File: config.mk
export PLATFORM = sky130hd
export DESIGN_NAME = bkre_cmd_queue
export DESIGN_NICKNAME = d
export VERILOG_FILES = /design/src/rtl/boot_keyboard_report_to_key_events_unit_macros.svh /design/src/rtl/bkre_pkg.sv /design/src/rtl/bkre_cmd_queue.sv
export SDC_FILE = /design/constraint.sdc
export NUM_CORES = 1
export LEC_CHECK = 0
export ABC_CLOCK_PERIOD_IN_PS = 7300
export BUFFER_PORTS_ARGS = -buffer_cell sky130_fd_sc_hd__buf_2
export CORE_ASPECT_RATIO = 0.7
export CORE_MARGIN = 3
export CORE_UTILIZATION = 35
export CTS_CLUSTER_DIAMETER = 30
export DETAILED_ROUTE_END_ITERATION = 8
export GPL_TIMING_DRIVEN = 0
export PLACE_DENSITY = 0.58
export SYNTH_ARGS = -nofsm -noshare
export SYNTH_HDL_FRONTEND = slang
export SYNTH_SLANG_ARGS = --single-unit
File: constraint.sdc
create_clock -name clock -period 7.3 [get_ports clock]
set_input_delay 0.73 -clock clock [delete_from_list [all_inputs] [get_ports clock]]
set_output_delay 0.73 -clock clock [all_outputs]
set_load 0.02 [all_outputs]
File: src/rtl/boot_keyboard_report_to_key_events_unit_macros.svh
// assertion macros for the boot keyboard key event unit
// no dependencies; included by the top level, which checks its own logic
`ifndef BOOT_KEYBOARD_REPORT_TO_KEY_EVENTS_UNIT_MACROS_SVH
`define BOOT_KEYBOARD_REPORT_TO_KEY_EVENTS_UNIT_MACROS_SVH

`ifndef SYNTHESIS

// same-cycle implication
`define BKRE_ASSERT_IMPLIES(name, clk, rst, ante, cons, msg) \
   name: assert property (@(posedge clk) disable iff (rst) (ante) |-> (cons)) else $error(msg);

// next-cycle implication
`define BKRE_ASSERT_NEXT(name, clk, rst, ante, cons, msg) \
   name: assert property (@(posedge clk) disable iff (rst) (ante) |=> (cons)) else $error(msg);

`else

`define BKRE_ASSERT_IMPLIES(name, clk, rst, ante, cons, msg)

`define BKRE_ASSERT_NEXT(name, clk, rst, ante, cons, msg)

`endif

`endif

File: src/rtl/bkre_pkg.sv
// shared types, constants and the keycode to ascii table
// no dependencies
package bkre_pkg;

   localparam int MAX_SLOTS   = 6;
   localparam int SLOT_IDX_W  = $clog2(MAX_SLOTS);
   localparam int MOD_BITS    = 8;
   localparam int MOD_IDX_W   = $clog2(MOD_BITS);
   localparam int CMDQ_DEPTH  = 2;
   localparam int CMDQ_PTR_W  = $clog2(CMDQ_DEPTH);
   localparam int CMDQ_CNT_W  = $clog2(CMDQ_DEPTH + 1);

   localparam logic       ACTION_POP     = 1'b1;
   localparam logic [6:0] MIN_REPORT_LEN = 7'd8;
   localparam logic [7:0] MOD_CODE_BASE  = 8'hE0;
   localparam logic [7:0] SHIFT_MASK     = 8'h22;

   typedef struct packed {
      logic       action;
      logic [6:0] report_length;
      logic [7:0] modifier_bits;
      logic [7:0] key_slot_0;
      logic [7:0] key_slot_1;
      logic [7:0] key_slot_2;
      logic [7:0] key_slot_3;
      logic [7:0] key_slot_4;
      logic [7:0] key_slot_5;
   } req_payload_type;

   typedef struct packed {
      logic       event_valid;
      logic [7:0] key_code;
      logic [6:0] ascii_code;
      logic [7:0] event_modifiers;
      logic       key_pressed;
   } rsp_payload_type;

   typedef enum logic [0:0] {
      CMD_REPORT,
      CMD_POP
   } cmd_kind_type;

   // one classified item handed from front to back
   typedef struct packed {
      cmd_kind_type                    kind;
      logic [7:0]                      mods;
      logic [MOD_BITS-1:0]             mod_change;
      logic [MAX_SLOTS-1:0][7:0]       prev_slots;
      logic [MAX_SLOTS-1:0]            release_mask;
      logic [MAX_SLOTS-1:0][7:0]       cur_slots;
      logic [MAX_SLOTS-1:0]            press_mask;
   } cmd_type;

   typedef struct packed {
      logic empty;
      logic full;
   } cmdq_status_type;

   typedef struct packed {
      logic [7:0] code;
      logic [6:0] ascii;
      logic [7:0] mods;
      logic       down;
   } ring_entry_type;

   typedef enum logic [1:0] {
      BACK_IDLE,
      BACK_EVENTS,
      BACK_POP_SEND
   } back_state_type;

   // boot keyboard usage to ascii, numpad rows follow their legends
   function automatic logic [6:0] ascii_lookup(input logic [7:0] code, input logic shift);
      logic [6:0] ch;
      ch = 7'd0;
      unique case (code) inside
         [8'h04:8'h1D]: ch = (shift ? 7'h41 : 7'h61) + 7'(code - 8'h04);
         8'h1E:         ch = shift ? 7'h21 : 7'h31;   // ! 1
         8'h1F:         ch = shift ? 7'h40 : 7'h32;   // @ 2
         8'h20:         ch = shift ? 7'h23 : 7'h33;   // # 3
         8'h21:         ch = shift ? 7'h24 : 7'h34;   // $ 4
         8'h22:         ch = shift ? 7'h25 : 7'h35;   // % 5
         8'h23:         ch = shift ? 7'h5E : 7'h36;   // ^ 6
         8'h24:         ch = shift ? 7'h26 : 7'h37;   // & 7
         8'h25:         ch = shift ? 7'h2A : 7'h38;   // * 8
         8'h26:         ch = shift ? 7'h28 : 7'h39;   // ( 9
         8'h27:         ch = shift ? 7'h29 : 7'h30;   // ) 0
         8'h28, 8'h58:  ch = 7'h0D;                   // enter
         8'h29:         ch = 7'h1B;                   // escape
         8'h2A:         ch = 7'h08;                   // backspace
         8'h2B:         ch = 7'h09;                   // tab
         8'h2C:         ch = 7'h20;                   // space
         8'h2D:         ch = shift ? 7'h5F : 7'h2D;   // _ -
         8'h2E:         ch = shift ? 7'h2B : 7'h3D;   // + =
         8'h2F:         ch = shift ? 7'h7B : 7'h5B;   // { [
         8'h30:         ch = shift ? 7'h7D : 7'h5D;   // } ]
         8'h31:         ch = shift ? 7'h7C : 7'h5C;   // | backslash
         8'h33:         ch = shift ? 7'h3A : 7'h3B;   // : ;
         8'h34:         ch = shift ? 7'h22 : 7'h27;   // double and single quote
         8'h35:         ch = shift ? 7'h7E : 7'h60;   // ~ grave
         8'h36:         ch = shift ? 7'h3C : 7'h2C;   // < ,
         8'h37:         ch = shift ? 7'h3E : 7'h2E;   // > .
         8'h38, 8'h54:  ch = 7'h2F;                   // ? on shift for main row
         8'h55:         ch = 7'h2A;                   // keypad *
         8'h56:         ch = 7'h2D;                   // keypad -
         8'h57:         ch = 7'h2B;                   // keypad +
         [8'h59:8'h61]: ch = 7'h31 + 7'(code - 8'h59);
         8'h62:         ch = 7'h30;                   // keypad 0
         8'h63:         ch = 7'h2E;                   // keypad .
         default:       ch = 7'd0;
      endcase
      // main row slash shifts to question mark, keypad slash never does
      if (code == 8'h38 && shift) begin
         ch = 7'h3F;
      end
      return ch;
   endfunction

endpackage

File: src/rtl/bkre_cmd_queue.sv
// two-entry command queue between front and back end
// depends on bkre_pkg
module bkre_cmd_queue import bkre_pkg::*; (
   input  logic            clock,
   input  logic            reset,
   input  logic            push_valid,
   input  cmd_type         push_data,
   output logic            push_ready,
   output logic            head_valid,
   output cmd_type         head_data,
   input  logic            pop,
   output cmdq_status_type status
);

   cmd_type                 entries_ff [CMDQ_DEPTH];
   logic [CMDQ_PTR_W-1:0]   wr_ptr_ff, wr_ptr_in;
   logic [CMDQ_PTR_W-1:0]   rd_ptr_ff, rd_ptr_in;
   logic [CMDQ_CNT_W-1:0]   count_ff, count_in;
   logic                    do_push;
   logic                    do_pop;

   assign status.empty = count_ff == '0;
   assign status.full  = count_ff == CMDQ_CNT_W'(CMDQ_DEPTH);
   assign push_ready   = !status.full;
   assign head_valid   = !status.empty;
   assign head_data    = entries_ff[rd_ptr_ff];

   assign do_push = push_valid && !status.full;
   assign do_pop  = pop && !status.empty;

   always_comb begin
      wr_ptr_in = do_push ? wr_ptr_ff + CMDQ_PTR_W'(1) : wr_ptr_ff;
      rd_ptr_in = do_pop ? rd_ptr_ff + CMDQ_PTR_W'(1) : rd_ptr_ff;
      count_in  = count_ff;
      if (do_push && !do_pop) begin
         count_in = count_ff + CMDQ_CNT_W'(1);
      end else if (do_pop && !do_push) begin
         count_in = count_ff - CMDQ_CNT_W'(1);
      end
   end

   always_ff @(posedge clock) begin
      if (reset) begin
         wr_ptr_ff <= '0;
         rd_ptr_ff <= '0;
         count_ff  <= '0;
      end else begin
         wr_ptr_ff <= wr_ptr_in;
         rd_ptr_ff <= rd_ptr_in;
         count_ff  <= count_in;
      end
   end

   always_ff @(posedge clock) begin
      if (do_push) begin
         entries_ff[wr_ptr_ff] <= push_data;
      end
   end

endmodule

=== After elaboration in Yosys (flattened, before gate mapping) ===
Memory sizes are Yosys's and may differ from the RTL's. A register that Yosys moved wholly into a read port is not among the register bits.
Cells that the tools add are included.

* Bits of input ports: 129
* Memories: 1
* Output and inout bits: 129
* Bits in writable memories: 250
* Register bits after elaboration: 4
* Logic and storage cells: 25

* Eq/ne operators: 1
* $add $sub $neg: 4
* Reductions and logical operators: 10
* Muxes and demuxes: 6

{| class="wikitable"
|+ Memory list
! name !! depth !! bits a word !! read ports !! clocked after Yosys merged registers in !! write ports !! line !! RTL
|-
| entries_ff || 2 || 125 || 1 || 1 || 1 || bkre_cmd_queue.sv:15 || <nowiki>cmd_type entries_ff [CMDQ_DEPTH];</nowiki>
|}

{| class="wikitable"
|+ Operator list
! cell !! number
|-
| $logic_and A1 B1 Y1 || 4
|-
| $logic_not A1 Y1 || 4
|-
| $mux W1 || 4
|-
| $mux W2 || 2
|-
| $add A1 B1 Y1 const B || 2
|-
| $add A2 B1 Y2 const B || 1
|-
| $eq A2 B2 Y1 const B || 1
|-
| $logic_not A2 Y1 || 1
|-
| $reduce_bool A2 Y1 || 1
|-
| $sub A2 B1 Y2 const B || 1
|}

=== Logic depth before layout (Yosys ltp) ===
Gate-level depths: netlist of run 1.

* Word-level depth: 7
* Gate-level depth with buffers: 7
* Depth with buffers taken out: 7

=== Worst setup path after synthesis of run 1 ===
No wires, ideal clock.

* Path type: input -> register
* From: input push_valid
* To: memory entries_ff[0][0] (netlist bit) (enable)
* Cell stages on the path: 3
* Arrival time: 3.559 ns
* Data required time: 6.822 ns
* Buffers on the path: 0
* Path slack: 3.263 ns
* Setup time: 0.478 ns
* Cell sequence: inv_1 or3_1 inv_1

* Word-level cells in the longest chain between the ends: 3

{| class="wikitable"
|+ RTL lines
! element !! line !! RTL
|-
| start, declared || bkre_cmd_queue.sv:6 || <nowiki>input logic push_valid,</nowiki>
|-
| $logic_and A1 B1 Y1 || bkre_cmd_queue.sv:28 || <nowiki>assign do_push = push_valid && !status.full;</nowiki>
|-
| $mux W1 || bkre_cmd_queue.sv:55 || <nowiki>if (do_push) begin</nowiki>
|-
| $mux W1 (not written as such) || bkre_cmd_queue.sv:56 || <nowiki>entries_ff[wr_ptr_ff] <= push_data;</nowiki>
|-
| end, declared || bkre_cmd_queue.sv:15 ||
|}

Every way passes these cells.

==> impl_metrics.tcl, run 1 <==
set metrics [dict create \
    outcome "finished clean" \
    cts_setup_buffers 0 \
    die_h_um 142 \
    hp-class "input port to register" \
    critical_path.slowest_cell "mux2_2" \
    power_density_nw_per_um2 410 \
    tightestPinTransition_ps 898 \
    final_cells 1111 \
    route.detailed.drc 0 \
    fin_nets 851 \
    path_delay_family "buffers and inverters" \
    endpoint_kind "output port" \
    synth.yosys.seq_area_share_pct 82.4 \
    layout_common_cells "buf_2, edfxtp_1, mux2_2" \
    core_um2 25800 \
    critPathLaunchType "register" \
    grt_first_pass_wirelength_um 30000 \
    globalRouteOverflowTotal 0 \
    max_freq_ghz 0.373 \
    p_int_mw 3.69 \
    cts_tree "yes" \
    layout_commonest_cell "buf_2" \
    drive_gt1_share_pct 62.3 \
    crit_buf_inv 4 \
    cellLeakagePower_nw 4.74 \
    p_clk_share_pct 39.7 \
    nFillCells 2170 \
    critPathRequiredTime_ps 6570 \
    die_w_um 200 \
    start_util_pct 35.8 \
    drtAntennaViolNets 0 \
    die_area_um2 28400 \
    via_count 4952 \
    cpPeakStageDelay_ps 370 \
    dr.pass1.iters 4 \
    gr-usage-all-layers_pct 13.5 \
    switching_power_mw 1.45 \
    holdWs_ps 400 \
    cts_root_buf "clkbuf_16" \
    rsz0062_at_grt "false" \
    swShare_pct 28.2 \
    dp_cells 1032 \
    cts.sinks 255 \
    min_period_ps 2680 \
    path_clk_slew_ps 50 \
    ir_drop_mv 0.244 \
    fin_crit_sh_pct 36.7 \
    synth_seq_cells 255 \
    final-seq-area_um2 7610 \
    max_slew_margin_pct 40.1 \
    synth_cells 416 \
    skew_ps 11.4 \
    ios 258 \
    multi_input_area_um2 1530 \
    final-hold-violation-count 0 \
    drv_slew 0 \
    port_buffers 257 \
    crit_path_frequent_cell "buf_2" \
    hold_buffers 0 \
    ys_warn_count 0 \
    drtIter0Drc 186 \
    syn_area_um2 9240 \
    setup.worst_path.class "register to output port" \
    setup_violations 0 \
    place_congestion 0.747 \
    cp_cell_sequence "buf_2 > buf_6 > buf_4 > mux2_2 > buf_2" \
    areaGrowthSynthToFinish_pct 35.6 \
    pwr-share-seq_pct 36.7 \
    syn_area_per_cell_um2 22.2 \
    cts.htree.levels 2 \
    worstPathArrival_ps 1950 \
    grt_pass1_vias 5367 \
    fin_setup_tns_ps 0 \
    wire_per_inst_um 17.6 \
    clockBufferDepth 3 \
    comb_power_share_pct 23.6 \
    routed_wl_um 19500 \
    synth_fp_nets 546 \
    ys_types 17 \
    rows 49 \
    r2r-start "count_ff[0]$_SDFFE_PP0P_" \
    place_hpwl_um 13000 \
    post_drt_via_cell_ratio 4.46 \
    min-delay-start "push_data[49]" \
    grt_max_degree 66 \
    drv_cap 0 \
    num_antenna_cells 0 \
    numCtsBuffers 44 \
    cts_resized 0 \
    antenna_found_initial 2 \
    clkLatencyLatePin_ps 520 \
    cp_max_fo 10 \
]
[Yosys cell counts, drive strengths merged]
cell type,instances,area [um^2]
xor2,3,26.3
or2,1,6.26
nand2b,1,13.8
edfxtp,250,7510
and3,1,7.51
or3,2,12.5
mux2,125,1410
buf,14,88.8
o21ai,3,15.0
ha,1,12.5
nor2,4,15.0
dfxtp,5,100
inv,4,15.0
a21oi,2,10.0
[power by group through the flow]
| stage | Sequential [mW] | Clock, mW | Combinational, mW |
|---|---|---|---|
| floorplan | 1.92 | 0 | 0.812 |
| global placement | 1.94 | 0 | 1.19 |
| detailed placement | 1.92 | 0 | 1.23 |
| CTS | 1.89 | 2.09 | 1.24 |
| global route | 1.90 | 2.17 | 1.30 |
| finish | 1.89 | 2.04 | 1.21 |
[metrics by stage]
stage	utilization, %	cell area (um^2)	setup slack [ps]	power (mW)
after floorplan	-	9240	3260	2.73
after global placement	42.5	11000	1970	3.13
after detailed placement	42.8	11000	4720	3.15
after CTS	48.5	12500	4480	5.21
after global routing	48.5	12500	4460	5.37
final	48.5	12500	4620	5.13
[cell families after synthesis]
group / count (synthesis) / synth area share [%]
compound gates: 5 / 0.271
fa+ha+maj: 1 / 0.135
simple gates: 9 / 0.596
mux: 125 / 15.2
flops: 255 / 82.4
xor+xnor: 3 / 0.284
buf+inv: 18 / 1.12
[worst paths after layout]
kind	to	slack [ps]	cells past startpoint
min reg2reg	wr_ptr_ff$_SDFFE_PP0P_	510	2
max	head_data[76]	4620	5
min	entries_ff[0][49]$_DFFE_PP_	400	1
max reg2reg	entries_ff[0][101]$_DFFE_PP_	5020	5
[sequential cells by signal, indices dropped and copies added (netlist names), named ones only]
signal / cells
rd_ptr_ff: 1
wr_ptr_ff: 1
entries_ff: 250
count_ff: 2
[layer usage]
| metal | track usage, % | vias up | share of wire (%) |
|---|---|---|---|
| met5 | 0 | - | 0.067 |
| met3 | 5.69 | 35 | 9.3 |
| met2 | 20.9 | 214 | 46 |
| met4 | 4.91 | 2 | 1.7 |
| met1 | 17.2 | 2418 | 43 |
| li1 | - | 2283 | - |
[final cells by class]
type	count	share of cell area (%)
buffer	14	0.709
clock buffer	50	9.14
clock inverter	29	2.79
inverter	4	0.160
multi-input combinational	143	12.2
sequential	255	60.7
tap	357	3.57
timing repair buffer	259	10.7
Note: power is estimated with default switching activity, not from simulation.
==> inputs of run 2 (changes only) <==
--- a/config.mk
+++ b/config.mk
@@ -5,7 +5,8 @@
 export SDC_FILE = /design/constraint.sdc
 export NUM_CORES = 1
 export LEC_CHECK = 0
-export ABC_CLOCK_PERIOD_IN_PS = 7300
+export ABC_AREA = 1
+export ABC_CLOCK_PERIOD_IN_PS = 2500
 export BUFFER_PORTS_ARGS = -buffer_cell sky130_fd_sc_hd__buf_2
 export CORE_ASPECT_RATIO = 0.7
 export CORE_MARGIN = 3
==> constraint.sdc (replaced) <==
create_clock -name clock -period 2.5 [get_ports clock]
set_input_delay 0.25 -clock clock [delete_from_list [all_inputs] [get_ports clock]]
set_output_delay 0.25 -clock clock [all_outputs]
set_load 0.02 [all_outputs]
==> run 2 against run 1 <==
Effect of this change:
- combinational power rose to 3.0 times the previous value
- register-to-register slack got worse by 4700 ps
- largest cell class unchanged
- via count up 11%
- setup slack got worse by 4300 ps
- critical path type is now register to register
- cell count is 13% higher
- hold slack worse by 360 ps
==> impl_metrics.tcl, run 2 <==
set metrics [dict create \
    outcome "finished clean" \
    globalRouteOverflowTotal 0 \
    drtIter0Drc 197 \
    dr.pass1.iters 4 \
    switching_power_mw 4.16 \
    max_slew_margin_pct 37.5 \
    endpoint_kind "register" \
    final_cells 1251 \
    cellLeakagePower_nw 5.44 \
    max_freq_ghz 0.466 \
    die_area_um2 29100 \
    drtAntennaViolNets 0 \
    die_w_um 203 \
    antenna_found_initial 1 \
    gr-usage-all-layers_pct 14.4 \
    critPathCapture "entries_ff[1][65]$_DFFE_PP_" \
    critPathRequiredTime_ps 2700 \
    synth_edf_count 250 \
    setup_ws_ps 356 \
    min_period_ps 2140 \
    multi_input_area_um2 1730 \
    dpl_cell_area_um2 11400 \
    r2r_slack_ps 360 \
    fin_crit_sh_pct 85.8 \
    hp-class "input port to register" \
    core_um2 26100 \
    start_util_pct 36.2 \
    cts_tree "yes" \
    synthArstFlopShare_pct 0 \
    port_buffers 257 \
    critPathLaunchType "register" \
    areaGrowthSynthToFinish_pct 47.9 \
    p_clk_share_pct 37.2 \
    total_power_mw 14.6 \
    route.detailed.drc 0 \
    r2r-end "entries_ff[1][65]$_DFFE_PP_" \
    syn_area_per_cell_um2 22.1 \
    ys_types 14 \
    ys_top_cells_by_count "edfxtp_1, mux2_2, mux2_4" \
    syn_area_um2 9460 \
    worst-r2r-cell-count 5 \
    synth.yosys.seq_area_share_pct 80.4 \
    final-hold-violation-count 0 \
    numCtsBuffers 41 \
    place_ws_ps 305 \
    fin_nets 991 \
    post_drt_via_cell_ratio 4.39 \
    final-seq-area_um2 7610 \
    synth_seq_cells 255 \
    drv_slew 0 \
    min-delay-start "pop" \
    worstPathArrival_ps 2340 \
    drive_gt1_share_pct 53.4 \
    drv_cap 0 \
    power_density_nw_per_um2 1040 \
    synth_cells 428 \
    reg.largest.list "entries_ff: 250 flops, count_ff: 2 flops" \
    cp_max_fo 34 \
    grt_max_degree 35 \
    swShare_pct 28.5 \
    tightestPinTransition_ps 935 \
    setup.worst_path.class "register to register" \
    cts_resized 0 \
    grt_pass1_vias 6166 \
    cts_setup_buffers 0 \
    finish.instance_area_um2 14000 \
    holdWs_ps 37.9 \
    ir_drop_mv 0.735 \
    wire_per_inst_um 16.9 \
    routed_wl_um 21100 \
    ys_warn_count 0 \
    ys_top_cells_by_area "edfxtp_1, mux2_2, mux2_4" \
    layout_commonest_cell "buf_2" \
    yosysMostFrequentCell "edfxtp_1" \
    nFillCells 2137 \
    largest-register "entries_ff" \
    synth_fp_nets 558 \
    place_congestion 0.746 \
    synth_ff_type "edfxtp_1" \
    dp_cells 1049 \
    rsz0062_at_grt "false" \
    holdPathStages 3 \
    cts.htree.levels 2 \
    path_clk_slew_ps 50 \
    grt_first_pass_wirelength_um 32700 \
    rows 49 \
    largest_register_ffs 250 \
    cts.sinks 255 \
    layout_common_cells "buf_2, edfxtp_1, dlygate4sd3_1" \
    place_hpwl_um 13900 \
    worstSetupStartpoint "count_ff[1]$_SDFFE_PP0P_" \
    via_count 5488 \
    skew_ps 13.4 \
    comb_power_share_pct 24.8 \
    clkLatencyLatePin_ps 510 \
    p_int_mw 10.4 \
    pwr-share-seq_pct 38.0 \
    cts_root_buf "clkbuf_16" \
    yosys.area.top_type_share_pct 79.3 \
    yosys.area.top_type "edfxtp_1" \
    r2r-start "count_ff[1]$_SDFFE_PP0P_" \
    setup_violations 0 \
    die_h_um 144 \
    ios 258 \
    clockBufferDepth 3 \
]
==> run 2: cell types whose count changed after synthesis, sizes merged <==
cell | before | now
inv | 4 | 10
nand2 | 0 | 6
nor2 | 4 | 9
xor2 | 3 | 0
nand3 | 0 | 2
or3 | 2 | 0
and3 | 1 | 0
nand2b | 1 | 0
nand4 | 0 | 1
or2 | 1 | 0
==> run 2: final cells by class <==
cell class	instances	share of cell area [%]
timing repair buffer	390	19.3
clock buffer	49	7.85
sequential	255	54.4
multi-input combinational	149	12.4
tap	357	3.19
antenna	1	0.0179
buffer	14	0.814
clock inverter	26	1.84
inverter	10	0.268
==> run 2: how the worst min path moves through the flow <==
stage	endpoint	slack (ps)
after floorplan	entries_ff[0][0]$_DFFE_PP_	350
after global placement	entries_ff[0][123]$_DFFE_PP_	440
after detailed placement	entries_ff[0][40]$_DFFE_PP_	440
after CTS	register	3
after global routing	register	60
final	register	40
==> run 2: metrics by stage <==
step	util (%)	TNS (ps)
final	53.6	0
after global routing	53.6	0
after CTS	53.6	0
after detailed placement	43.6	0
after global placement	43.0	-279160
after floorplan	-	-58780
==> run 2: per-layer routing <==
layer	GRT usage, %	wire length (um)	vias to the layer above
met5	0	0	-
met2	24.3	10200	202
met4	4.81	357	0
li1	-	-	2564
met3	5.32	1690	31
met1	17.3	8900	2691
==> run 2: cells by family after synthesis <==
group                      share of synthesized area [%]
and+or+nand+nor                                    0.767
adders and majority gates                          0.132
DFF                                                 80.4
buffers and inverters                               1.60
AOI/OAI and AO/OA                                  0.264
muxes                                               16.9
==> run 2: critical path, cell delays in order (launching register included) <==
cell and delay [ps]:
dfxtp_2 330, inv_2 80, o21ai_4 90, nor2_4 720
buf_12 330, buf_12 240
==> run 2: power by group through the flow <==
stage          clock [mW]  combinational [mW]  sequential [mW]
3_5_place_dp            0                3.50             5.64
6_report             5.43                3.62             5.56
2_1_floorplan           0                2.31             5.63
4_1_cts              5.59                3.67             5.56
5_1_grt              5.81                3.86             5.61
3_3_place_gp            0                3.31             5.67
==> run 2: timing repair <==
action,4_1_cts,5_1_grt
endpoints found under the hold margin,251,0
setup endpoints to repair,0,0
hold buffers,126,0
