[src/rtl/boot_keyboard_report_to_key_events_unit_macros.svh]
// assertion macros for the boot keyboard key event unit
// no dependencies; included by the top level, which checks its own logic
`ifndef BOOT_KEYBOARD_REPORT_TO_KEY_EVENTS_UNIT_MACROS_SVH
`define BOOT_KEYBOARD_REPORT_TO_KEY_EVENTS_UNIT_MACROS_SVH

`ifndef SYNTHESIS

// same-cycle implication
`define BKRE_ASSERT_IMPLIES(name, clk, rst, ante, cons, msg) \
   name: assert property (@(posedge clk) disable iff (rst) (ante) |-> (cons)) else $error(msg);

// next-cycle implication
`define BKRE_ASSERT_NEXT(name, clk, rst, ante, cons, msg) \
   name: assert property (@(posedge clk) disable iff (rst) (ante) |=> (cons)) else $error(msg);

`else

`define BKRE_ASSERT_IMPLIES(name, clk, rst, ante, cons, msg)

`define BKRE_ASSERT_NEXT(name, clk, rst, ante, cons, msg)

`endif

`endif

[src/rtl/bkre_pkg.sv]
// shared types, constants and the keycode to ascii table
// no dependencies
package bkre_pkg;

   localparam int MAX_SLOTS   = 6;
   localparam int SLOT_IDX_W  = $clog2(MAX_SLOTS);
   localparam int MOD_BITS    = 8;
   localparam int MOD_IDX_W   = $clog2(MOD_BITS);
   localparam int CMDQ_DEPTH  = 2;
   localparam int CMDQ_PTR_W  = $clog2(CMDQ_DEPTH);
   localparam int CMDQ_CNT_W  = $clog2(CMDQ_DEPTH + 1);

   localparam logic       ACTION_POP     = 1'b1;
   localparam logic [6:0] MIN_REPORT_LEN = 7'd8;
   localparam logic [7:0] MOD_CODE_BASE  = 8'hE0;
   localparam logic [7:0] SHIFT_MASK     = 8'h22;

   typedef struct packed {
      logic       action;
      logic [6:0] report_length;
      logic [7:0] modifier_bits;
      logic [7:0] key_slot_0;
      logic [7:0] key_slot_1;
      logic [7:0] key_slot_2;
      logic [7:0] key_slot_3;
      logic [7:0] key_slot_4;
      logic [7:0] key_slot_5;
   } req_payload_type;

   typedef struct packed {
      logic       event_valid;
      logic [7:0] key_code;
      logic [6:0] ascii_code;
      logic [7:0] event_modifiers;
      logic       key_pressed;
   } rsp_payload_type;

   typedef enum logic [0:0] {
      CMD_REPORT,
      CMD_POP
   } cmd_kind_type;

   // one classified item handed from front to back
   typedef struct packed {
      cmd_kind_type                    kind;
      logic [7:0]                      mods;
      logic [MOD_BITS-1:0]             mod_change;
      logic [MAX_SLOTS-1:0][7:0]       prev_slots;
      logic [MAX_SLOTS-1:0]            release_mask;
      logic [MAX_SLOTS-1:0][7:0]       cur_slots;
      logic [MAX_SLOTS-1:0]            press_mask;
   } cmd_type;

   typedef struct packed {
      logic empty;
      logic full;
   } cmdq_status_type;

   typedef struct packed {
      logic [7:0] code;
      logic [6:0] ascii;
      logic [7:0] mods;
      logic       down;
   } ring_entry_type;

   typedef enum logic [1:0] {
      BACK_IDLE,
      BACK_EVENTS,
      BACK_POP_SEND
   } back_state_type;

   // boot keyboard usage to ascii, numpad rows follow their legends
   function automatic logic [6:0] ascii_lookup(input logic [7:0] code, input logic shift);
      logic [6:0] ch;
      ch = 7'd0;
      unique case (code) inside
         [8'h04:8'h1D]: ch = (shift ? 7'h41 : 7'h61) + 7'(code - 8'h04);
         8'h1E:         ch = shift ? 7'h21 : 7'h31;   // ! 1
         8'h1F:         ch = shift ? 7'h40 : 7'h32;   // @ 2
         8'h20:         ch = shift ? 7'h23 : 7'h33;   // # 3
         8'h21:         ch = shift ? 7'h24 : 7'h34;   // $ 4
         8'h22:         ch = shift ? 7'h25 : 7'h35;   // % 5
         8'h23:         ch = shift ? 7'h5E : 7'h36;   // ^ 6
         8'h24:         ch = shift ? 7'h26 : 7'h37;   // & 7
         8'h25:         ch = shift ? 7'h2A : 7'h38;   // * 8
         8'h26:         ch = shift ? 7'h28 : 7'h39;   // ( 9
         8'h27:         ch = shift ? 7'h29 : 7'h30;   // ) 0
         8'h28, 8'h58:  ch = 7'h0D;                   // enter
         8'h29:         ch = 7'h1B;                   // escape
         8'h2A:         ch = 7'h08;                   // backspace
         8'h2B:         ch = 7'h09;                   // tab
         8'h2C:         ch = 7'h20;                   // space
         8'h2D:         ch = shift ? 7'h5F : 7'h2D;   // _ -
         8'h2E:         ch = shift ? 7'h2B : 7'h3D;   // + =
         8'h2F:         ch = shift ? 7'h7B : 7'h5B;   // { [
         8'h30:         ch = shift ? 7'h7D : 7'h5D;   // } ]
         8'h31:         ch = shift ? 7'h7C : 7'h5C;   // | backslash
         8'h33:         ch = shift ? 7'h3A : 7'h3B;   // : ;
         8'h34:         ch = shift ? 7'h22 : 7'h27;   // double and single quote
         8'h35:         ch = shift ? 7'h7E : 7'h60;   // ~ grave
         8'h36:         ch = shift ? 7'h3C : 7'h2C;   // < ,
         8'h37:         ch = shift ? 7'h3E : 7'h2E;   // > .
         8'h38, 8'h54:  ch = 7'h2F;                   // ? on shift for main row
         8'h55:         ch = 7'h2A;                   // keypad *
         8'h56:         ch = 7'h2D;                   // keypad -
         8'h57:         ch = 7'h2B;                   // keypad +
         [8'h59:8'h61]: ch = 7'h31 + 7'(code - 8'h59);
         8'h62:         ch = 7'h30;                   // keypad 0
         8'h63:         ch = 7'h2E;                   // keypad .
         default:       ch = 7'd0;
      endcase
      // main row slash shifts to question mark, keypad slash never does
      if (code == 8'h38 && shift) begin
         ch = 7'h3F;
      end
      return ch;
   endfunction

endpackage

[src/rtl/bkre_stream_if.sv]
// valid/ready channel carrying one payload of a given type
// no dependencies; payload type comes from the instantiating level
interface bkre_stream_if #(parameter type payload_type = logic);
   logic        valid;
   logic        ready;
   payload_type payload;

   modport source (output valid, output payload, input ready);
   modport sink (input valid, input payload, output ready);
endinterface

[src/rtl/bkre_back.sv]
// back end: event sequencer, event ring and registered response
// depends on bkre_pkg and bkre_stream_if
module bkre_back import bkre_pkg::*; #(
   parameter int RING_DEPTH     = 32,
   parameter int ROLLOVER_SLOTS = 6
) (
   input  logic          clock,
   input  logic          reset,
   input  logic          head_valid,
   input  cmd_type       head,
   output logic          deq,
   bkre_stream_if.source rsp_chan
);

   localparam int RING_W = $clog2(RING_DEPTH);
   localparam int STEPS  = MOD_BITS + 2 * ROLLOVER_SLOTS;
   localparam int STEP_W = $clog2(STEPS);

   back_state_type         state_ff, state_in;
   logic [STEP_W-1:0]      step_ff, step_in;
   logic [RING_W-1:0]      wr_ff, wr_in;
   logic [RING_W-1:0]      rd_ff, rd_in;
   ring_entry_type         ring_mem_ff [RING_DEPTH];
   ring_entry_type         rd_data_ff;
   logic                   pop_hit_ff;
   logic                   rsp_valid_ff, rsp_valid_in;
   rsp_payload_type        rsp_data_ff, rsp_data_in;

   logic                   start_pop;
   logic                   start_events;
   logic                   ring_we;
   logic                   rsp_load;
   logic                   rsp_free;
   logic                   last_step;
   logic                   ring_full;
   logic                   ring_nonempty;
   logic                   ev_hit;
   ring_entry_type         ev;
   logic [MOD_IDX_W-1:0]   mod_idx;
   logic [SLOT_IDX_W-1:0]  rel_idx;
   logic [SLOT_IDX_W-1:0]  prs_idx;

   function automatic logic [RING_W-1:0] ring_next(input logic [RING_W-1:0] i);
      return (i == RING_W'(RING_DEPTH - 1)) ? '0 : i + RING_W'(1);
   endfunction

   assign rsp_free      = !rsp_valid_ff || rsp_chan.ready;
   assign last_step     = step_ff == STEP_W'(STEPS - 1);
   assign ring_full     = ring_next(wr_ff) == rd_ff;
   assign ring_nonempty = rd_ff != wr_ff;

   // decode of the current step: modifiers, then releases, then presses
   always_comb begin
      mod_idx = step_ff[MOD_IDX_W-1:0];
      rel_idx = SLOT_IDX_W'(step_ff - STEP_W'(MOD_BITS));
      prs_idx = SLOT_IDX_W'(step_ff - STEP_W'(MOD_BITS + ROLLOVER_SLOTS));
      ev      = '0;
      ev_hit  = 1'b0;
      ev.mods = head.mods;
      if (step_ff < STEP_W'(MOD_BITS)) begin
         ev_hit  = head.mod_change[mod_idx];
         ev.code = MOD_CODE_BASE + 8'(mod_idx);
         ev.down = head.mods[mod_idx];
      end else if (step_ff < STEP_W'(MOD_BITS + ROLLOVER_SLOTS)) begin
         ev_hit  = head.release_mask[rel_idx];
         ev.code = head.prev_slots[rel_idx];
      end else begin
         ev_hit   = head.press_mask[prs_idx];
         ev.code  = head.cur_slots[prs_idx];
         ev.ascii = ascii_lookup(head.cur_slots[prs_idx], (head.mods & SHIFT_MASK) != 8'd0);
         ev.down  = 1'b1;
      end
   end

   always_comb begin
      state_in = state_ff;
      unique case (state_ff)
         BACK_IDLE: begin
            if (head_valid) begin
               state_in = (head.kind == CMD_POP) ? BACK_POP_SEND : BACK_EVENTS;
            end
         end
         BACK_EVENTS: begin
            if (last_step) begin
               state_in = BACK_IDLE;
            end
         end
         BACK_POP_SEND: begin
            if (rsp_free) begin
               state_in = BACK_IDLE;
            end
         end
         default: state_in = BACK_IDLE;
      endcase
   end

   always_comb begin
      start_pop    = 1'b0;
      start_events = 1'b0;
      ring_we      = 1'b0;
      rsp_load     = 1'b0;
      deq          = 1'b0;
      unique case (state_ff)
         BACK_IDLE: begin
            start_pop    = head_valid && head.kind == CMD_POP;
            start_events = head_valid && head.kind == CMD_REPORT;
         end
         BACK_EVENTS: begin
            ring_we = ev_hit && !ring_full;
            deq     = last_step;
         end
         BACK_POP_SEND: begin
            rsp_load = rsp_free;
            deq      = rsp_free;
         end
         default: begin
            deq = 1'b0;
         end
      endcase
   end

   always_comb begin
      step_in = step_ff;
      if (start_events) begin
         step_in = '0;
      end else if (state_ff == BACK_EVENTS) begin
         step_in = step_ff + STEP_W'(1);
      end
      wr_in = ring_we ? ring_next(wr_ff) : wr_ff;
      rd_in = (start_pop && ring_nonempty) ? ring_next(rd_ff) : rd_ff;

      rsp_valid_in = rsp_valid_ff;
      if (rsp_load) begin
         rsp_valid_in = 1'b1;
      end else if (rsp_chan.ready) begin
         rsp_valid_in = 1'b0;
      end

      // an empty pop returns all zero fields
      rsp_data_in = '0;
      if (pop_hit_ff) begin
         rsp_data_in.event_valid     = 1'b1;
         rsp_data_in.key_code        = rd_data_ff.code;
         rsp_data_in.ascii_code      = rd_data_ff.ascii;
         rsp_data_in.event_modifiers = rd_data_ff.mods;
         rsp_data_in.key_pressed     = rd_data_ff.down;
      end
   end

   always_ff @(posedge clock) begin
      if (reset) begin
         state_ff     <= BACK_IDLE;
         step_ff      <= '0;
         wr_ff        <= '0;
         rd_ff        <= '0;
         rsp_valid_ff <= 1'b0;
      end else begin
         state_ff     <= state_in;
         step_ff      <= step_in;
         wr_ff        <= wr_in;
         rd_ff        <= rd_in;
         rsp_valid_ff <= rsp_valid_in;
      end
   end

   always_ff @(posedge clock) begin
      if (ring_we) begin
         ring_mem_ff[wr_ff] <= ev;
      end
   end

   always_ff @(posedge clock) begin
      if (start_pop) begin
         rd_data_ff <= ring_mem_ff[rd_ff];
         pop_hit_ff <= ring_nonempty;
      end
      if (rsp_load) begin
         rsp_data_ff <= rsp_data_in;
      end
   end

   assign rsp_chan.valid   = rsp_valid_ff;
   assign rsp_chan.payload = rsp_data_ff;

endmodule

[src/flat_wrapper.sv]
// flat-port wrapper written by rule: the top's interface ports become plain ports
module bkre_back_flat import bkre_pkg::*;
#(
   parameter int RING_DEPTH     = 32,
   parameter int ROLLOVER_SLOTS = 6
)
  (clock, reset, head_valid, head, deq, rsp_chan_valid, rsp_chan_payload, rsp_chan_ready);
  bkre_stream_if rsp_chan_i ();
  input  logic clock;
  input  logic reset;
  input  logic head_valid;
  input  cmd_type head;
  output logic deq;
  output wire logic [$bits(rsp_chan_i.valid)-1:0] rsp_chan_valid;
  output wire logic [$bits(rsp_chan_i.payload)-1:0] rsp_chan_payload;
  input wire logic [$bits(rsp_chan_i.ready)-1:0] rsp_chan_ready;
  assign rsp_chan_valid = rsp_chan_i.valid;
  assign rsp_chan_payload = rsp_chan_i.payload;
  assign rsp_chan_i.ready = rsp_chan_ready;
  bkre_back #(.RING_DEPTH(RING_DEPTH), .ROLLOVER_SLOTS(ROLLOVER_SLOTS)) u_core (.clock(clock), .reset(reset), .head_valid(head_valid), .head(head), .deq(deq), .rsp_chan(rsp_chan_i));
endmodule
[config.mk]
export PLATFORM = sky130hd
export DESIGN_NAME = bkre_back_flat
export DESIGN_NICKNAME = d
export VERILOG_FILES = /design/src/rtl/boot_keyboard_report_to_key_events_unit_macros.svh /design/src/rtl/bkre_pkg.sv /design/src/rtl/bkre_stream_if.sv /design/src/rtl/bkre_back.sv /design/src/flat_wrapper.sv
export SDC_FILE = /design/constraint.sdc
export NUM_CORES = 1
export LEC_CHECK = 0
export ABC_AREA = 1
export BUFFER_PORTS_ARGS = -buffer_cell sky130_fd_sc_hd__buf_2
export CORE_MARGIN = 4
export CORE_UTILIZATION = 30
export CTS_CLUSTER_SIZE = 10
export DETAILED_ROUTE_END_ITERATION = 12
export PLACE_DENSITY_LB_ADDON = 0.1
export SYNTH_ARGS = -nofsm -noshare
export SYNTH_HDL_FRONTEND = slang
export SYNTH_SLANG_ARGS = --single-unit
[constraint.sdc]
create_clock -name clock -period 2.78 [get_ports clock]
set_input_delay 0.139 -clock clock [delete_from_list [all_inputs] [get_ports clock]]
set_output_delay 0.139 -clock clock [all_outputs]
set_load 0.005 [all_outputs]
## Word-level counts from Yosys, hierarchy flattened

Memories as Yosys holds them, arrays and structs flattened. A register that Yosys moved wholly into a read port is not among the register bits.
Index checks and enable logic that the tools add are counted.

- Reductions and logical operators: 17
- Equality and inequality tests: 43
- Div/mod/pow operators: 0
- Mux-type cells: 59
- Shift-type cells: 0
- Bitwise gates (word level): 1
- Add/subtract/negate cells: 10
- Multiply operators: 0
- $lt $le $gt $ge: 9

Operators with widths:

| kind | number |
|---|---|
| 7-bit one-hot mux with 33 select lines | 1 |
| 8-bit by 6-bit == test with 1-bit output, second input constant | 24 |
| 5-bit two-way mux | 14 |
| 8-bit by 7-bit == test with 1-bit output, second input constant | 7 |
| 8-bit binary-select mux with 3-bit select | 2 |
| 7-bit two-way mux | 6 |
| 8-bit two-way mux | 4 |
| 6-bit two-way mux | 4 |
| 1-bit two-way mux | 17 |
| 8-bit by 5-bit == test with 1-bit output, second input constant | 2 |
| 5-bit by 1-bit adder with 5-bit output, second input constant | 3 |
| 5-bit == test, second input constant | 3 |
| 1-bit binary-select mux with 3-bit select | 4 |
| 3-bit by 4-bit < comparator with 1-bit output, second input constant | 3 |
| 5-bit by 4-bit < comparator with 1-bit output, second input constant | 2 |
| 8-bit by 3-bit greater-or-equal comparator with 1-bit output, second input constant | 1 |
| 8-bit by 7-bit greater-or-equal comparator with 1-bit output, second input constant | 1 |
| 8-bit by 5-bit less-or-equal comparator with 1-bit output, second input constant | 1 |
| 8-bit by 7-bit less-or-equal comparator with 1-bit output, second input constant | 1 |
| 2-bit two-way mux | 4 |
| 8-bit nonzero test | 1 |
| 6-bit by 4-bit adder with 7-bit output, first input constant | 1 |
| 6-bit by 7-bit adder with 7-bit output, first input constant | 1 |
| 7-bit adder | 1 |
| other kinds (21) | 31 |

- Memory bits (writable): 768
- Register bits: 20
- Memories: 1
- Bits of input ports: 129
- Word-level logic and storage cells: 147
- Output and inout port bits: 3
- Latch bits: 0
- Bits in read-only memories: 0

Memories:

| name | words | width | rd ports | clocked after memory_dff | write ports | line | text |
|---|---|---|---|---|---|---|---|
| u_core.ring_mem_ff | 32 | 24 | 1 | 1 | 1 | bkre_back.sv:23 | `ring_entry_type ring_mem_ff [RING_DEPTH];` |

## Logic depth before layout (Yosys ltp)

- Depth after elaboration: 9
- Mapped depth: 16
- Gate-level depth less buffers: 15

## Worst setup path after synthesis

Ideal clock, no wire load.

- Path kind: register to register
- Start point: reg u_core.step_ff[0]
- End point: mem u_core.ring_mem_ff[0][0] (netlist bit) (data pin)
- Cell stages (with the launch flop): 7
- Library setup time: 454 ps
- Data arrival time: 2206 ps
- Path slack: 120 ps
- Path through: dfxtp_1 > buf_6 > buf_4 > o21ai_0 > o22ai_1 > o21ai_0 > o21ai_0

RTL lines:

| element | line | text |
|---|---|---|
| start: declaration | bkre_back.sv:20 | `logic [STEP_W-1:0] step_ff, step_in;` |
| start signal: assignment | bkre_back.sv:159 | `step_ff <= step_in;` |
| end: declaration | bkre_back.sv:23 |  |

## Worst setup path after layout

- Start point: reg u_core.wr_ff[0]
- End point: mem u_core.ring_mem_ff[0][0] (netlist bit), enable pin

- Cells in the longest elaborated chain, start to end: 8

Ends and longest elaborated chain:

| element | line | text |
|---|---|---|
| start: declaration | bkre_back.sv:21 | `logic [RING_W-1:0] wr_ff, wr_in;` |
| start signal: assignment | bkre_back.sv:160 | `wr_ff <= wr_in;` |
| 5-bit by 1-bit adder with 5-bit output / 5-bit == test (equally long branches) | bkre_back.sv:44 | `return (i == RING_W'(RING_DEPTH - 1)) ? '0 : i + RING_W'(1);` |
| 5-bit two-way mux | bkre_back.sv:44 |  |
| 5-bit == test | bkre_back.sv:49 | `assign ring_full = ring_next(wr_ff) == rd_ff;` |
| 1-bit logical NOT | bkre_back.sv:109 | `ring_we = ev_hit && !ring_full;` |
| 1-bit logical AND | bkre_back.sv:109 |  |
| 1-bit two-way mux | bkre_back.sv:103 | `unique case (state_ff)` |
| 1-bit two-way mux | bkre_back.sv:167 | `if (ring_we) begin` |
| 1-bit two-way mux (not written as such) | bkre_back.sv:168 | `ring_mem_ff[wr_ff] <= ev;` |

Several ways; a longest one is shown, not always the timed one.

==> results.json <==
{
  "hp-class": "in -> reg",
  "cts_root_buffer": "clkbuf_8",
  "fin_crit_sh_pct": 86.4,
  "ys_types": 31,
  "p_leak_uw": 0.00141,
  "crit_path_max_incr_delay_ns": 0.32,
  "grt_max_degree": 33,
  "grt_use_total_pct": 13.5,
  "synth_area_leaders": "edfxtp_1 33%, dfxtp_1 11%, nand2_1 9.1%",
  "crit_required_ns": 2.84,
  "path_common_cell": "nand2_1",
  "irDropWorstVdd_mv": 0.199,
  "cp_max_fo": 32,
  "grt_pass1_wl_um": 13700,
  "cts_tree": "done",
  "dp_hpwl_um": 5690,
  "synth_top_family_by_area": "simple AND/OR/NAND/NOR gates",
  "crit_type": "reg -> reg",
  "synth_fa_ha_area_share_pct": 4.77,
  "drt_iter0_drc": 186,
  "clock_path_buffers": 2,
  "syn_to_final_growth_pct": 13.3,
  "routed_wl_um": 8120,
  "synth_edf_count": 35,
  "syn_inst": 403,
  "numPortBuffers": 35,
  "cpMaxStageDelayCell": "dfxtp_1",
  "ctsResizeCount": 0,
  "crit_family": "simple AND/OR/NAND/NOR gates",
  "avgViaCountPerCell": 4.76,
  "drc_errors": 0,
  "crit_buf_inv": 2,
  "first_global_vias": 2804,
  "die_x_um": 110,
  "initial_core_util_pct": 30.7,
  "path_clk_slew_ns": 0.09,
  "synth_top_area_cell": "edfxtp_1",
  "drive_gt1_share_pct": 15.4,
  "syn-num-nets": 544,
  "num_rows": 37,
  "critPathArrivalTime_ns": 2.47,
  "seq_area_frac_synth_pct": 44.8,
  "gr-total-overflow": 0,
  "coreArea_sq_um": 10300,
  "htree_num_levels": 2,
  "vias": 2750,
  "report.final.slew_viol_count": 0,
  "grt_antenna_before_repair": 0,
  "synth-main-ff-cell": "edfxtp_1",
  "power_uw": 1710,
  "clock-sinks": 53,
  "synth_top_area_share_pct": 33.4,
  "synth_xor_area_share_pct": 0.834,
  "die_h_um": 110,
  "synthArstFlopShare_pct": 0,
  "wl_per_cell_um": 14.0,
  "dr.pass1.iters": 4,
  "synth-seq-cells": 53,
  "gp_congestion": 0.803,
  "relSlewSlack_pct": 22.7,
  "cp_cell_sequence": "ha_1 > nand2_1 > nor2_1 > ha_1 > inv_1 > nand2_1 > nand2_1 > nand3_1 > nor2_1 > nand2_1 > nor2_1 > nor2_4 > nand2_2 > buf_12 > nor3_1",
  "clk_latency_ns": 0.31,
  "cts_setup_buffers": 0,
  "hold_viol": 0,
  "finalSetupViolCount": 0,
  "rsz0062_at_grt": "no",
  "diodes": 0,
  "nets": 582,
  "utilization_pct": 34.7,
  "status": "finished clean",
  "fin_tns_setup_ns": 0,
  "ios": 132,
  "whs_ns": 0.0842,
  "die-area_sq_um": 12200,
  "max_cap_viol_count": 0,
  "syn_area_sq_um": 3150,
  "ys_warn_count": 0,
  "cp-end-kind": "register",
  "synth_compound_area_share_pct": 11.3,
  "cts_hold_buffers": 0,
  "tightest_slew_ns": 1.16,
  "synthMuxAreaShare_pct": 0,
  "powerDensity_nw_per_um2": 479,
  "yosys.area_share.simple_pct": 29.2,
  "syn_area_per_cell_sq_um": 7.82,
  "finalCriticalPeriod_ns": 2.40,
  "ant_nets": 0,
  "finClkSkew_ns": 0.00403,
  "fmax_mhz": 416,
  "cts_inserted_buffers": 5,
  "start_kind": "register"
}
==> cell families (layout without fill, tap and decap cells) <==
logic type / after synthesis / count (layout)
flip-flops: 53 / 53
adder cells (fa/ha/maj): 12 / 12
buffers and inverters: 60 / 99
XOR/XNOR: 3 / 3
AND/OR/NAND/NOR: 210 / 210
AO/OA/AOI/OAI: 65 / 65
==> state kept, by name (all words and copies together), names as in the netlist <==
register / count
u_core.ring_mem_ff: 32
u_core.rsp_chan.payload: 1
u_core.rsp_chan.valid: 1
u_core.pop_hit_ff: 1
u_core.rd_data_ff: 1
u_core.state_ff: 2
u_core.rd_ff: 5
u_core.step_ff: 5
u_core.wr_ff: 5
==> report_power, final <==
part	internal [uW]	switching (uW)	total [uW]
clock	175	254	429
sequential	878	19.6	898
combinational	132	249	382
total	1190	523	1710
==> Yosys cell counts, types with 6 or more instances <==
cell,count
nor2_1,55
buf_2,6
ha_1,12
nand3_1,27
a21oi_1,24
edfxtp_1,35
inv_1,37
o21ai_0,27
nor3_1,37
dfxtp_1,18
buf_6,6
o22ai_1,6
nand2_1,76
==> final timing paths <==
path,slack (ns),startpoint,depth (start not counted),end
worst max register to register,0.38,u_core.wr_ff[0]$_SDFFE_PP0P_,15,u_core.ring_mem_ff[0][0]$_DFFE_PP_
worst max-delay path,0.38,u_core.wr_ff[0]$_SDFFE_PP0P_,15,u_core.ring_mem_ff[0][0]$_DFFE_PP_
worst min register to register,0.50,u_core.state_ff[1]$_SDFFE_PP0P_,2,u_core.state_ff[1]$_SDFFE_PP0P_
worst min-delay path,0.08,reset,2,u_core.rd_ff[3]$_SDFFE_PP0P_
==> cells in the final DEF (no fill, tap or decap), types with 6 or more instances in the layout <==
cell type | synthesis | routed
nand3_1 | 27 | 27
nor3_1 | 37 | 37
a21oi_1 | 24 | 24
nor2_1 | 55 | 55
buf_2 | 6 | 35
nand2_1 | 76 | 76
edfxtp_1 | 35 | 35
buf_4 | 2 | 12
dfxtp_1 | 18 | 18
o21ai_0 | 27 | 26
o22ai_1 | 6 | 6
ha_1 | 12 | 12
inv_1 | 37 | 37
==> metal layers <==
metal  vias to the layer above  routed length (um)  track usage, %
met4                         0                 121            4.27
met3                         8                 334            1.92
met5                         -                   0               0
li1                       1427                   -               -
met1                      1248                4080            18.8
met2                        67                3580            21.7
==> final cells by class <==
class,instances,area (sq um)
flip-flops and latches,53,1410
well taps,136,170
clock inverters,2,10.0
clock buffers,6,72.6
inverters,43,165
repair buffers,48,285
multi-input cells,290,1450
fillers,1126,6710
==> through the flow <==
stage               instance area, sq um  setup WS (ns)  cells
floorplan                           3150          0.120    403
global placement                    3490          0.337    570
detailed placement                  3490          0.333    570
CTS                                 3570          0.296    578
global route                        3570         0.0398    578
finish                              3570          0.378    578
No activity file was read; power rests on OpenSTA's default activity.
